## src/hw/rtl/ffha_pkg.sv

```systemverilog
// shared types and codes for the first-fit heap allocator
// no dependencies
`default_nettype none
package ffha_pkg;

  localparam int OFF_W  = 16;
  localparam int SIZE_W = 17;
  localparam int CNT_W  = 7;

  typedef enum logic {
    FN_ALLOC = 1'b0,
    FN_FREE  = 1'b1
  } func_t;

  typedef enum logic [1:0] {
    ST_OK       = 2'd0,
    ST_NO_FIT   = 2'd1,
    ST_BAD_FREE = 2'd2
  } status_t;

  typedef struct packed {
    logic [OFF_W-1:0]  offset;
    logic [SIZE_W-1:0] size;
    logic              used;
  } entry_t;

endpackage
`default_nettype wire

```

## src/hw/rtl/ffha_ram.sv

```systemverilog
// generic single-write, single-read synchronous ram with registered read
// no dependencies
`default_nettype none
module ffha_ram #(
  parameter int WIDTH = 34,
  parameter int DEPTH = 64
) (
  input  wire logic                     clk,
  input  wire logic                     wr_en,
  input  wire logic [$clog2(DEPTH)-1:0] wr_addr,
  input  wire logic [WIDTH-1:0]         wr_data,
  input  wire logic [$clog2(DEPTH)-1:0] rd_addr,
  output logic      [WIDTH-1:0]         rd_data
);

  logic [WIDTH-1:0] mem [DEPTH];

  always_ff @(posedge clk) begin
    if (wr_en) begin
      mem[wr_addr] <= wr_data;
    end
    rd_data <= mem[rd_addr];
  end

endmodule
`default_nettype wire

```

## src/hw/rtl/first_fit_heap_allocator_core.sv

```systemverilog
// First-fit heap allocator. One request at a time: after reset the S_INIT state writes the
// initial block. A request walks the block table in ram, reading and checking one entry
// at a time, then a split or merge shifts the entries above the hit one entry at a time,
// and the core is ready again only after that, plus any wait for the previous result to
// be taken. The single ram port pair is why entries are walked and shifted one by one.
// depends on ffha_pkg and ffha_ram
`default_nettype none
module first_fit_heap_allocator_core #(
  parameter int HEAP_BYTES   = 65536,
  parameter int HEADER_BYTES = 16,
  parameter int MIN_PAYLOAD  = 16,
  parameter int MAX_BLOCKS   = 64
) (
  input  wire logic        clk,
  input  wire logic        rst,
  input  wire logic        s_tvalid,
  output logic             s_tready,
  input  wire logic [39:0] s_tdata,   // req_size[16:0], free_address[32:17], zero pad
  input  wire logic [0:0]  s_tuser,   // func
  output logic             m_tvalid,
  input  wire logic        m_tready,
  output logic      [63:0] m_tdata    // status, address, used_bytes, free_bytes, block_count
);

  import ffha_pkg::*;

  localparam int IW = $clog2(MAX_BLOCKS);
  localparam logic [SIZE_W-1:0] HDR = SIZE_W'(HEADER_BYTES);
  localparam logic [SIZE_W-1:0] SPLIT_MIN = SIZE_W'(HEADER_BYTES + MIN_PAYLOAD);
  localparam logic [CNT_W-1:0] MAXN = CNT_W'(MAX_BLOCKS);

  typedef enum logic [3:0] {
    S_INIT, S_IDLE, S_SCAN_RD, S_SCAN_CHK, S_NX_RD, S_NX_CHK, S_MERGE,
    S_UP_RD, S_UP_WR, S_WR_NEW, S_WR_CUR, S_DN_RD, S_DN_WR, S_DONE
  } state_t;

  state_t            state;
  func_t             func_r;
  logic [17:0]       need;
  logic [OFF_W-1:0]  faddr;
  logic [IW-1:0]     idx;
  logic [CNT_W-1:0]  j;
  logic [CNT_W-1:0]  n;
  logic [1:0]        k;
  logic [OFF_W-1:0]  cur_off;
  logic [SIZE_W-1:0] cur_size;
  logic [SIZE_W-1:0] rest;
  logic [OFF_W-1:0]  prev_off;
  logic [SIZE_W-1:0] prev_size;
  logic              prev_used;
  logic              nx_free;
  logic [SIZE_W-1:0] nx_size;
  logic [SIZE_W-1:0] used_b;
  logic [SIZE_W-1:0] free_b;
  status_t           status_r;
  logic [OFF_W-1:0]  addr_r;

  logic          wr_en;
  logic [IW-1:0] wr_addr;
  entry_t        wr_data;
  logic [IW-1:0] rd_addr;
  entry_t        rd_data;

  logic [CNT_W-1:0]  idx_x;
  logic              hit_alloc;
  logic              hit_free;
  logic [SIZE_W-1:0] rest_c;
  logic              pf;
  logic [SIZE_W-1:0] merged;
  logic [17:0]       need_in;

  ffha_ram #(.WIDTH($bits(entry_t)), .DEPTH(MAX_BLOCKS)) u_ram (
    .clk     (clk),
    .wr_en   (wr_en),
    .wr_addr (wr_addr),
    .wr_data (wr_data),
    .rd_addr (rd_addr),
    .rd_data (rd_data)
  );

  assign s_tready = (state == S_IDLE);
  assign idx_x    = CNT_W'(idx);
  assign need_in  = (18'(s_tdata[16:0]) + 18'd15) & ~18'd15;
  assign hit_alloc = !rd_data.used && ({1'b0, rd_data.size} >= need);
  assign hit_free  = rd_data.used && ((SIZE_W'(rd_data.offset) + HDR) == SIZE_W'(faddr));
  assign rest_c    = rd_data.size - need[SIZE_W-1:0];
  assign pf        = (idx != '0) && !prev_used;
  assign merged    = cur_size + (nx_free ? HDR + nx_size : '0);

  always_comb begin
    wr_en   = 1'b0;
    wr_addr = idx;
    wr_data = '{offset: cur_off, size: cur_size, used: 1'b1};
    rd_addr = idx;
    unique case (state)
      S_INIT: begin
        wr_en   = 1'b1;
        wr_addr = '0;
        wr_data = '{offset: '0, size: SIZE_W'(HEAP_BYTES - HEADER_BYTES), used: 1'b0};
      end
      S_NX_RD: rd_addr = idx + IW'(1);
      S_UP_RD, S_DN_RD: rd_addr = j[IW-1:0];
      S_UP_WR: begin
        wr_en   = 1'b1;
        wr_addr = IW'(j + CNT_W'(1));
        wr_data = rd_data;
      end
      S_WR_NEW: begin
        wr_en   = 1'b1;
        wr_addr = idx + IW'(1);
        wr_data = '{offset: OFF_W'(18'(cur_off) + 18'(HDR) + need),
                    size: rest - HDR, used: 1'b0};
      end
      S_WR_CUR: wr_en = 1'b1;
      S_MERGE: begin
        wr_en = 1'b1;
        if (pf) begin
          wr_addr = idx - IW'(1);
          wr_data = '{offset: prev_off, size: prev_size + HDR + merged, used: 1'b0};
        end else begin
          wr_data = '{offset: cur_off, size: merged, used: 1'b0};
        end
      end
      S_DN_WR: begin
        wr_en   = 1'b1;
        wr_addr = IW'(j - CNT_W'(k));
        wr_data = rd_data;
      end
      default: ;
    endcase
  end

  always_ff @(posedge clk) begin
    if (rst) begin
      state    <= S_INIT;
      n        <= CNT_W'(1);
      used_b   <= '0;
      free_b   <= SIZE_W'(HEAP_BYTES - HEADER_BYTES);
      m_tvalid <= 1'b0;
    end else begin
      if (m_tvalid && m_tready && state != S_DONE) begin
        m_tvalid <= 1'b0;
      end
      unique case (state)
        S_INIT: state <= S_IDLE;
        S_IDLE: begin
          if (s_tvalid) begin
            func_r    <= func_t'(s_tuser[0]);
            need      <= need_in;
            faddr     <= s_tdata[32:17];
            idx       <= '0;
            prev_used <= 1'b1;
            addr_r    <= '0;
            if (func_t'(s_tuser[0]) == FN_ALLOC && s_tdata[16:0] == '0) begin
              status_r <= ST_NO_FIT;
              state    <= S_DONE;
            end else begin
              status_r <= ST_OK;
              state    <= S_SCAN_RD;
            end
          end
        end
        S_SCAN_RD: state <= S_SCAN_CHK;
        S_SCAN_CHK: begin
          cur_off <= rd_data.offset;
          if (func_r == FN_ALLOC && hit_alloc) begin
            rest   <= rest_c;
            addr_r <= OFF_W'(SIZE_W'(rd_data.offset) + HDR);
            if (rest_c > SPLIT_MIN && n < MAXN) begin
              cur_size <= need[SIZE_W-1:0];
              used_b   <= used_b + need[SIZE_W-1:0];
              free_b   <= free_b - need[SIZE_W-1:0] - HDR;
              j        <= n - CNT_W'(1);
              state    <= S_UP_RD;
            end else begin
              cur_size <= rd_data.size;
              used_b   <= used_b + rd_data.size;
              free_b   <= free_b - rd_data.size;
              state    <= S_WR_CUR;
            end
          end else if (func_r == FN_FREE && hit_free) begin
            cur_size <= rd_data.size;
            nx_free  <= 1'b0;
            nx_size  <= '0;
            state    <= (idx_x + CNT_W'(1) < n) ? S_NX_RD : S_MERGE;
          end else begin
            prev_off  <= rd_data.offset;
            prev_size <= rd_data.size;
            prev_used <= rd_data.used;
            idx       <= idx + IW'(1);
            if (idx_x + CNT_W'(1) >= n) begin
              status_r <= (func_r == FN_ALLOC) ? ST_NO_FIT : ST_BAD_FREE;
              state    <= S_DONE;
            end else begin
              state <= S_SCAN_RD;
            end
          end
        end
        S_NX_RD: state <= S_NX_CHK;
        S_NX_CHK: begin
          nx_free <= !rd_data.used;
          nx_size <= rd_data.size;
          state   <= S_MERGE;
        end
        S_MERGE: begin
          used_b <= used_b - cur_size;
          free_b <= free_b + cur_size + (nx_free ? HDR : '0) + (pf ? HDR : '0);
          k      <= 2'(nx_free) + 2'(pf);
          j      <= idx_x + CNT_W'(1) + CNT_W'(nx_free);
          state  <= S_DN_RD;
        end
        S_UP_RD: begin
          if (j == idx_x) begin
            state <= S_WR_NEW;
          end else begin
            state <= S_UP_WR;
          end
        end
        S_UP_WR: begin
          j     <= j - CNT_W'(1);
          state <= S_UP_RD;
        end
        S_WR_NEW: begin
          n     <= n + CNT_W'(1);
          state <= S_WR_CUR;
        end
        S_WR_CUR: state <= S_DONE;
        S_DN_RD: begin
          if (j >= n || k == '0) begin
            n     <= n - CNT_W'(k);
            state <= S_DONE;
          end else begin
            state <= S_DN_WR;
          end
        end
        S_DN_WR: begin
          j     <= j + CNT_W'(1);
          state <= S_DN_RD;
        end
        S_DONE: begin
          if (!m_tvalid || m_tready) begin
            m_tvalid <= 1'b1;
            m_tdata  <= {5'd0, n, free_b, used_b, addr_r, status_r};
            state    <= S_IDLE;
          end
        end
        default: state <= S_IDLE;
      endcase
    end
  end

  assert property (@(posedge clk) disable iff (rst) (n >= CNT_W'(1)) && (n <= MAXN))
    else $error("block count out of range");

  assert property (@(posedge clk) disable iff (rst)
    (state == S_IDLE) |-> (24'(used_b) + 24'(free_b) + 24'(n) * 24'(HEADER_BYTES)
                           == 24'(HEAP_BYTES)))
    else $error("heap totals do not tile the heap");

  assert property (@(posedge clk) disable iff (rst) (state == S_IDLE) |-> !wr_en)
    else $error("table written while idle");

  assert property (@(posedge clk) disable iff (rst)
    (state == S_DONE && (!m_tvalid || m_tready)) |=> m_tvalid)
    else $error("result lost");

endmodule
`default_nettype wire

```

## config.mk

```make
export PLATFORM = sky130hd
export DESIGN_NAME = first_fit_heap_allocator_core
export DESIGN_NICKNAME = d
export VERILOG_FILES = /design/src/hw/rtl/ffha_pkg.sv /design/src/hw/rtl/ffha_ram.sv /design/src/hw/rtl/first_fit_heap_allocator_core.sv
export SDC_FILE = /design/constraint.sdc
export NUM_CORES = 2
export LEC_CHECK = 0
export BUFFER_PORTS_ARGS = -buffer_cell sky130_fd_sc_hd__buf_4
export CORE_ASPECT_RATIO = 1.25
export CORE_UTILIZATION = 30
export DETAILED_ROUTE_END_ITERATION = 8
export PLACE_DENSITY = 0.45
export SETUP_SLACK_MARGIN = 0.1
export SYNTH_ARGS = -nofsm -noshare
export SYNTH_HDL_FRONTEND = slang
export SYNTH_SLANG_ARGS = --single-unit
```

## constraint.sdc

```tcl
create_clock -name clk -period 7.1 [get_ports clk]
set_input_delay 1.42 -clock clk [delete_from_list [all_inputs] [get_ports clk]]
set_output_delay 1.42 -clock clk [all_outputs]
set_load 0.005 [all_outputs]
```

=== Word level (Yosys, flattened, before mapping) ===
Memory sizes are Yosys's and may differ from the RTL's. A register that Yosys moved wholly into a read port is not among the register bits.
Cells that the tools add are included.

* Register bits after elaboration: 271
* Memory bits (writable): 2,176
* Input port bits: 45
* Output and inout port bits: 66
* Word-level logic and storage cells: 195
* Memories: 1

* $add $sub $neg: 30
* Order comparisons: 6
* Equal/unequal tests: 25
* Muxes and demuxes: 63
* Bitwise operators: 5
* Reductions and logical operators: 43

{| class="wikitable"
|+ Memory list
! memory !! depth !! bits a word !! read ports !! clocked after Yosys merged registers in !! write ports !! RTL line !! RTL
|-
| u_ram.mem || 64 || 34 || 1 || 1 || 1 || ffha_ram.sv:16 || <nowiki>logic [WIDTH-1:0] mem [DEPTH];</nowiki>
|}

{| class="wikitable"
|+ Operator list
! operator !! number
|-
| $mux 17 || 10
|-
| $pmux 34 s4 || 1
|-
| $pmux 17 s2 || 3
|-
| $add 17x17->17 || 5
|-
| $sub 17x17->17 || 4
|-
| $pmux 4 s12 || 1
|-
| $add 17x5->17 || 2
|-
| $mux 34 || 1
|-
| $sub 17x5->17 const B || 2
|-
| $mux 16 || 2
|-
| $pmux 16 s2 || 1
|-
| $pmux 6 s5 || 1
|-
| $mux 4 || 7
|-
| $pmux 7 s4 || 1
|-
| $eq 4x4->1 const B || 6
|-
| $mux 6 || 4
|-
| $pmux 6 s2 || 2
|-
| $mux 7 || 3
|-
| $add 17x4->18 const B || 1
|-
| $ge 17x18->1 || 1
|-
| $ne 2x2->1 const B || 9
|-
| $add 16x5->17 const B || 1
|-
| $add 17x5->17 const B || 1
|-
| $add 5x17->17 const A || 1
|-
| 44 further kinds || 102
|}

=== Logic depth before layout (Yosys ltp) ===
* Word-level depth: 7
* Gate-level depth with buffers: 25
* Mapped depth without buffers: 24

=== Hierarchy ===
From an unflattened synthesis, not the netlist that was laid out.

* Cells, all modules: 5,976
* Area, all modules: 104,458.9 um^2

{| class="wikitable"
|+ Modules (own cells, without submodules)
! module !! times used !! cells an instance !! area an instance (um^2)
|-
| ffha_ram || 1 || 3,767 || 83,681.5
|-
| first_fit_heap_allocator_core || 1 || 2,209 || 20,777.4
|}

=== Worst setup path before layout ===
No wires, ideal clock.

* Path kind: register to register
* Start: reg nx_free
* End: mem u_ram.mem[0][17], data pin
* Library setup time: 702 ps
* Data arrival time: 6,802 ps
* Required time: 6,398 ps
* Setup slack: -404 ps
* Cell stages (with the launch flop): 26
* Buffers on the path: 1
* Clock period less this slack: 7,504 ps
* Cell sequence: edfxtp_1 -> clkbuf_1 -> and2_1 -> ha_1 -> inv_1 -> fa_1 -> nor2b_1 -> o21ai_0 -> a21boi_0 -> o21a_1 -> o21a_1 -> o21ai_0 -> a21boi_0 -> nor2_1 -> ha_1 -> ha_1 -> a21o_1 -> a21o_1 -> a21oi_1 -> o311ai_0 -> o211ai_1 -> a21oi_1 -> xnor2_1 -> nor2_1 -> xnor2_1 -> o21ai_0

* Word-level cells in the longest chain between the ends: 5

{| class="wikitable"
|+ Ends and longest elaborated chain
! what !! RTL line !! RTL
|-
| from (decl) || first_fit_heap_allocator_core.sv:51 || <nowiki>logic nx_free;</nowiki>
|-
| from (signal assigned) || first_fit_heap_allocator_core.sv:201 || <nowiki>nx_free <= !rd_data.used;</nowiki>
|-
| $mux 17 (*) || first_fit_heap_allocator_core.sv:88 || <nowiki>assign merged = cur_size + (nx_free ? HDR + nx_size : '0);</nowiki>
|-
| $add 17x17->17 (*) || first_fit_heap_allocator_core.sv:88 ||
|-
| $add 17x17->17 || first_fit_heap_allocator_core.sv:119 || <nowiki>wr_data = '{offset: prev_off, size: prev_size + HDR + merged, used: 1'b0};</nowiki>
|-
| $mux 34 (*) || first_fit_heap_allocator_core.sv:117 || <nowiki>if (pf) begin</nowiki>
|-
| $pmux 34 s4 (*) || first_fit_heap_allocator_core.sv:95 || <nowiki>unique case (state)</nowiki>
|-
| named net u_ram.wr_data[17] || ffha_ram.sv:11 || <nowiki>input wire logic [WIDTH-1:0] wr_data,</nowiki>
|-
| to (decl) || ffha_ram.sv:16 ||
|}

Mark *: on every way through the listed nets, which the timed path passes. The rest lies on a longest branch.

=== Worst setup path after layout ===
* Start: reg nx_free
* End: mem u_ram.mem[47][15], data pin

Same word-level chain as after synthesis.

==> impl_metrics.py <==
metrics = {
    "outcome": {
        "status": "finished, final reports clean",
    },
    "grt": {
        "grtUsageTotal_pct": 16.6,
        "globalRouteOverflowTotal": 0,
        "antenna_found_initial": 4,
        "grt_pass1_vias": 59500,
        "grt_max_degree": 91,
        "grt_pass1_wl_um": 427000,
    },
    "final_layout": {
        "synthToLayoutAreaGrowth_pct": 15.5,
        "fin_nets": 6661,
        "nFillCells": 32900,
        "design_area_um2": 121000,
        "postLayoutCoreUtil_pct": 34.9,
        "drive_above_1_share_pct": 20.6,
    },
    "critical_path": {
        "startpoint_type": "flop",
        "rr_worst_depth": 23,
        "critPathLaunch": "nx_free$_SDFFCE_PN0P_",
        "cp-end-kind": "flop",
        "crit_fanout": 26,
        "reg2reg_from": "nx_free$_SDFFCE_PN0P_",
        "ff2ff_setup_slack_ns": 1.33,
        "cp.required_ns": 7.74,
        "worstSetupPathType": "flop to flop",
        "reg2reg_to": "u_ram.mem[47][15]$_DFFE_PP_",
        "worst-endpoint-arrival_ns": 6.41,
        "critPathCapture": "u_ram.mem[47][15]$_DFFE_PP_",
    },
    "logic_synthesis": {
        "synth_area_um2": 105000,
        "synthXorXnorAreaFrac_pct": 1.69,
        "synthCells": 6079,
        "seq_area_frac_synth_pct": 70.2,
        "synth_compound_area_share_pct": 6.10,
        "synth-async-reset-ratio_pct": 0,
        "syn_avg_cell_area_um2": 17.3,
        "yosys_register_bits": 2481,
        "synth_cell_types": 79,
        "muxShareOfSynthArea_pct": 11.9,
        "synthAdderAreaFrac_pct": 3.16,
        "ys.flop_type": "edfxtp_1",
        "yosys_warnings": 0,
        "synth_simple_gate_area_share_pct": 5.05,
        "synth_top_family_by_area": "multiplexers",
        "synth_enable_flop_cells": 2401,
    },
    "timing": {
        "max_freq_mhz": 173,
        "maxSlewHeadroom_pct": 15.8,
        "clock_skew_ns": 0.0364,
        "hold_violations": 0,
        "finalWorstPathRequiredPeriod_ns": 5.77,
        "tightest_slew_ns": 1.26,
        "setup_violations": 0,
        "post-route-period-util_pct": 81.2,
        "fin_setup_tns_ns": 0,
        "rsz0062_at_grt": "false",
        "drv_slew": 0,
    },
    "floorplanning": {
        "ioPinCount": 111,
        "core_um2": 348000,
        "fp.dieArea_um2": 352000,
        "die_height_um": 663,
        "rows": 242,
        "start_util_pct": 30.2,
        "dieWidth_um": 531,
    },
    "pwr": {
        "ir_drop_uv": 163,
        "leakagePower_nw": 39.0,
        "cellPowerDensity_nw_per_um2": 259,
    },
    "hold_path": {
        "hold_class": "flop to flop",
    },
    "route": {
        "first_iter_violations": 4087,
        "top_layer_used": "met4",
        "wl_met1_um": 125000,
        "avgViaCountPerCell": 5.05,
        "wl_per_cell_um": 26.3,
        "drtAntennaViolNets": 0,
        "route.detailed.drc": 0,
        "drt-pass1-iter-count": 6,
        "wl_met3_um": 9460,
        "totalWireLength_um": 294000,
        "dr_wl_met2_um": 153000,
        "via_count": 56500,
    },
    "clocking": {
        "cts_tree": "built",
        "clock_latency_ns": 0.85,
        "clockBufferDepth": 4,
        "cts_sinks": 2481,
        "htreeDepth": 5,
        "cts_root_buffer": "clkbuf_16",
        "clk_pin_slew_worst_paths_ns": 0.06,
        "cts-buffers-inserted": 266,
        "holdBufCountCts": 0,
        "ctsResizeCount": 0,
        "post_cts_buffers": 0,
    },
    "placed_design": {
        "place_area_um2": 113000,
        "hpwl_um": 181000,
        "place_congestion": 0.816,
        "numPortBuffers": 98,
    },
    "flow_run": {
        "drv_cap": 0,
    },
}
-- worst min path at each step --
stage / startpoint / to / slack, ns / depth (start not counted)
global route: addr_r[0]$_SDFFCE_PN0P_ / m_tdata[2]$_DFFE_PP_ / 0.43 / 0
floorplan: status_r[0]$_DFFE_PP_ / m_tdata[0]$_DFFE_PP_ / 0.40 / 0
finish: addr_r[13]$_SDFFCE_PN0P_ / m_tdata[15]$_DFFE_PP_ / 0.42 / 0
global placement: addr_r[6]$_SDFFCE_PN0P_ / m_tdata[8]$_DFFE_PP_ / 0.40 / 0
CTS: addr_r[13]$_SDFFCE_PN0P_ / m_tdata[15]$_DFFE_PP_ / 0.42 / 0
detailed placement: addr_r[9]$_SDFFCE_PN0P_ / m_tdata[11]$_DFFE_PP_ / 0.41 / 0
-- placed cells by master, fill, tap and decap left out, types with 15 or more instances in the layout --
master     Yosys  final
edfxtp_1    2401   2401
mux4_2       544    544
nand2_1      450    447
buf_4         27    276
clkbuf_16      0    275
ha_1         244    244
a21oi_1      215    203
a211oi_1     195    195
nor2_1       252    183
inv_1        173    169
and2_1       157    157
xnor2_1      127    127
o21ai_0      113    107
dfxtp_1       80     80
a31oi_1       80     79
nor3_1        80     77
xor2_1        76     76
a311oi_1      71     71
nor2_4         2     67
clkinv_1       1     59
nand3_1       58     58
clkbuf_1     186     47
clkinv_2       0     41
buf_12         0     39
a21o_1        37     36
nand2b_1      28     28
or3_1         25     25
o21a_1        23     22
o211ai_1      21     21
nor2b_1       21     20
and3_1        20     20
o21ai_1       20     19
mux2i_1       18     18
a221oi_1      21     18
a222oi_1      17     17
o21bai_1      15     15
-- state kept, by name (all words and copies together) (netlist names), 16 cells and up --
| name | flops |
|---|---|
| u_ram.mem | 2176 |
| u_ram.rd_data | 34 |
| nx_size | 17 |
| cur_off | 16 |
| used_b | 17 |
| faddr | 16 |
| addr_r | 16 |
| rest | 17 |
| prev_off | 16 |
| prev_size | 17 |
| m_tdata | 59 |
| cur_size | 17 |
| free_b | 17 |
-- critical path, stage by stage, from the launching register on --
cell      delay (ns)
edfxtp_1        0.39
buf_4           0.22
and2_1          0.16
ha_1            0.31
nor2b_1         0.15
o21ai_0         0.23
a21boi_0        0.18
o21a_1          0.21
o21a_1          0.18
o21ai_0         0.19
nor3b_1         0.28
nor2_1          0.08
ha_1            0.21
ha_1            0.37
a21o_1          0.20
a21o_1          0.18
a21oi_1         0.21
o311ai_0        0.18
o211ai_1        0.17
nor2b_1         0.21
xnor2_1         0.13
a221oi_1        0.13
a21oi_4         0.62
buf_4           0.36
-- metrics by stage --
stage | power (mW) | hold slack (ns) | setup slack, ns | std cells
after floorplan | 17.7 | 0.400 | 0.179 | 6083
after global placement | 18.4 | 0.403 | 1.31 | 10700
after detailed placement | 18.4 | 0.409 | 1.29 | 10700
after CTS | 31.8 | 0.419 | 1.26 | 11200
after global routing | 32.4 | 0.425 | 0.925 | 11200
final | 31.4 | 0.418 | 1.33 | 11200
-- routing by layer --
layer	up-vias	track usage (%)
met2	1070	29.5
li1	24900	-
met1	30200	21.2
met5	-	0
met4	0	3.90
met3	328	1.91
-- cells in the mapped netlist, types with 21 or more instances --
cell type     n  share of area (%)
edfxtp_1   2401                 69
mux4_2      544                 12
nand2_1     450                1.6
nor2_1      252               0.90
ha_1        244                2.9
a21oi_1     215                1.0
a211oi_1    195                1.4
clkbuf_1    186               0.66
inv_1       173               0.62
and2_1      157               0.94
xnor2_1     127                1.1
o21ai_0     113               0.54
a31oi_1      80               0.48
dfxtp_1      80                1.5
nor3_1       80               0.38
xor2_1       76               0.63
a311oi_1     71               0.59
nand3_1      58               0.28
buf_2        50               0.24
a21o_1       37               0.26
buf_1        33               0.12
nand2b_1     28               0.17
buf_4        27               0.19
or3_1        25               0.15
o21a_1       23               0.16
a221oi_1     21               0.18
nor2b_1      21               0.13
o211ai_1     21               0.15
-- layout make-up --
type,count,area (um2),area share [%]
sequential,2481,73700,60.8
multi-input combinational,3120,30200,24.9
clock buffer,327,7130,5.88
tap,4636,5800,4.78
timing repair buffer,315,2850,2.35
clock inverter,129,980,0.808
inverter,175,657,0.542
antenna,6,15.0,0.0124
-- where the power goes --
group	internal, mW	switching, mW
Combinational	0.570	1.13
Clock	7.59	5.69
Sequential	16.3	0.0892
Total	24.4	6.91
-- kinds of logic (layout without fill, tap and decap cells) --
logic type | Yosys count | count (layout)
compound gates | 944 | 944
xor+xnor | 203 | 203
fa+ha+maj | 257 | 257
buf+inv | 482 | 946
flops | 2481 | 2481
mux | 564 | 564
other cells | 1 | 11
simple gates | 1147 | 1147
Note: power is estimated with default switching activity, not from simulation.
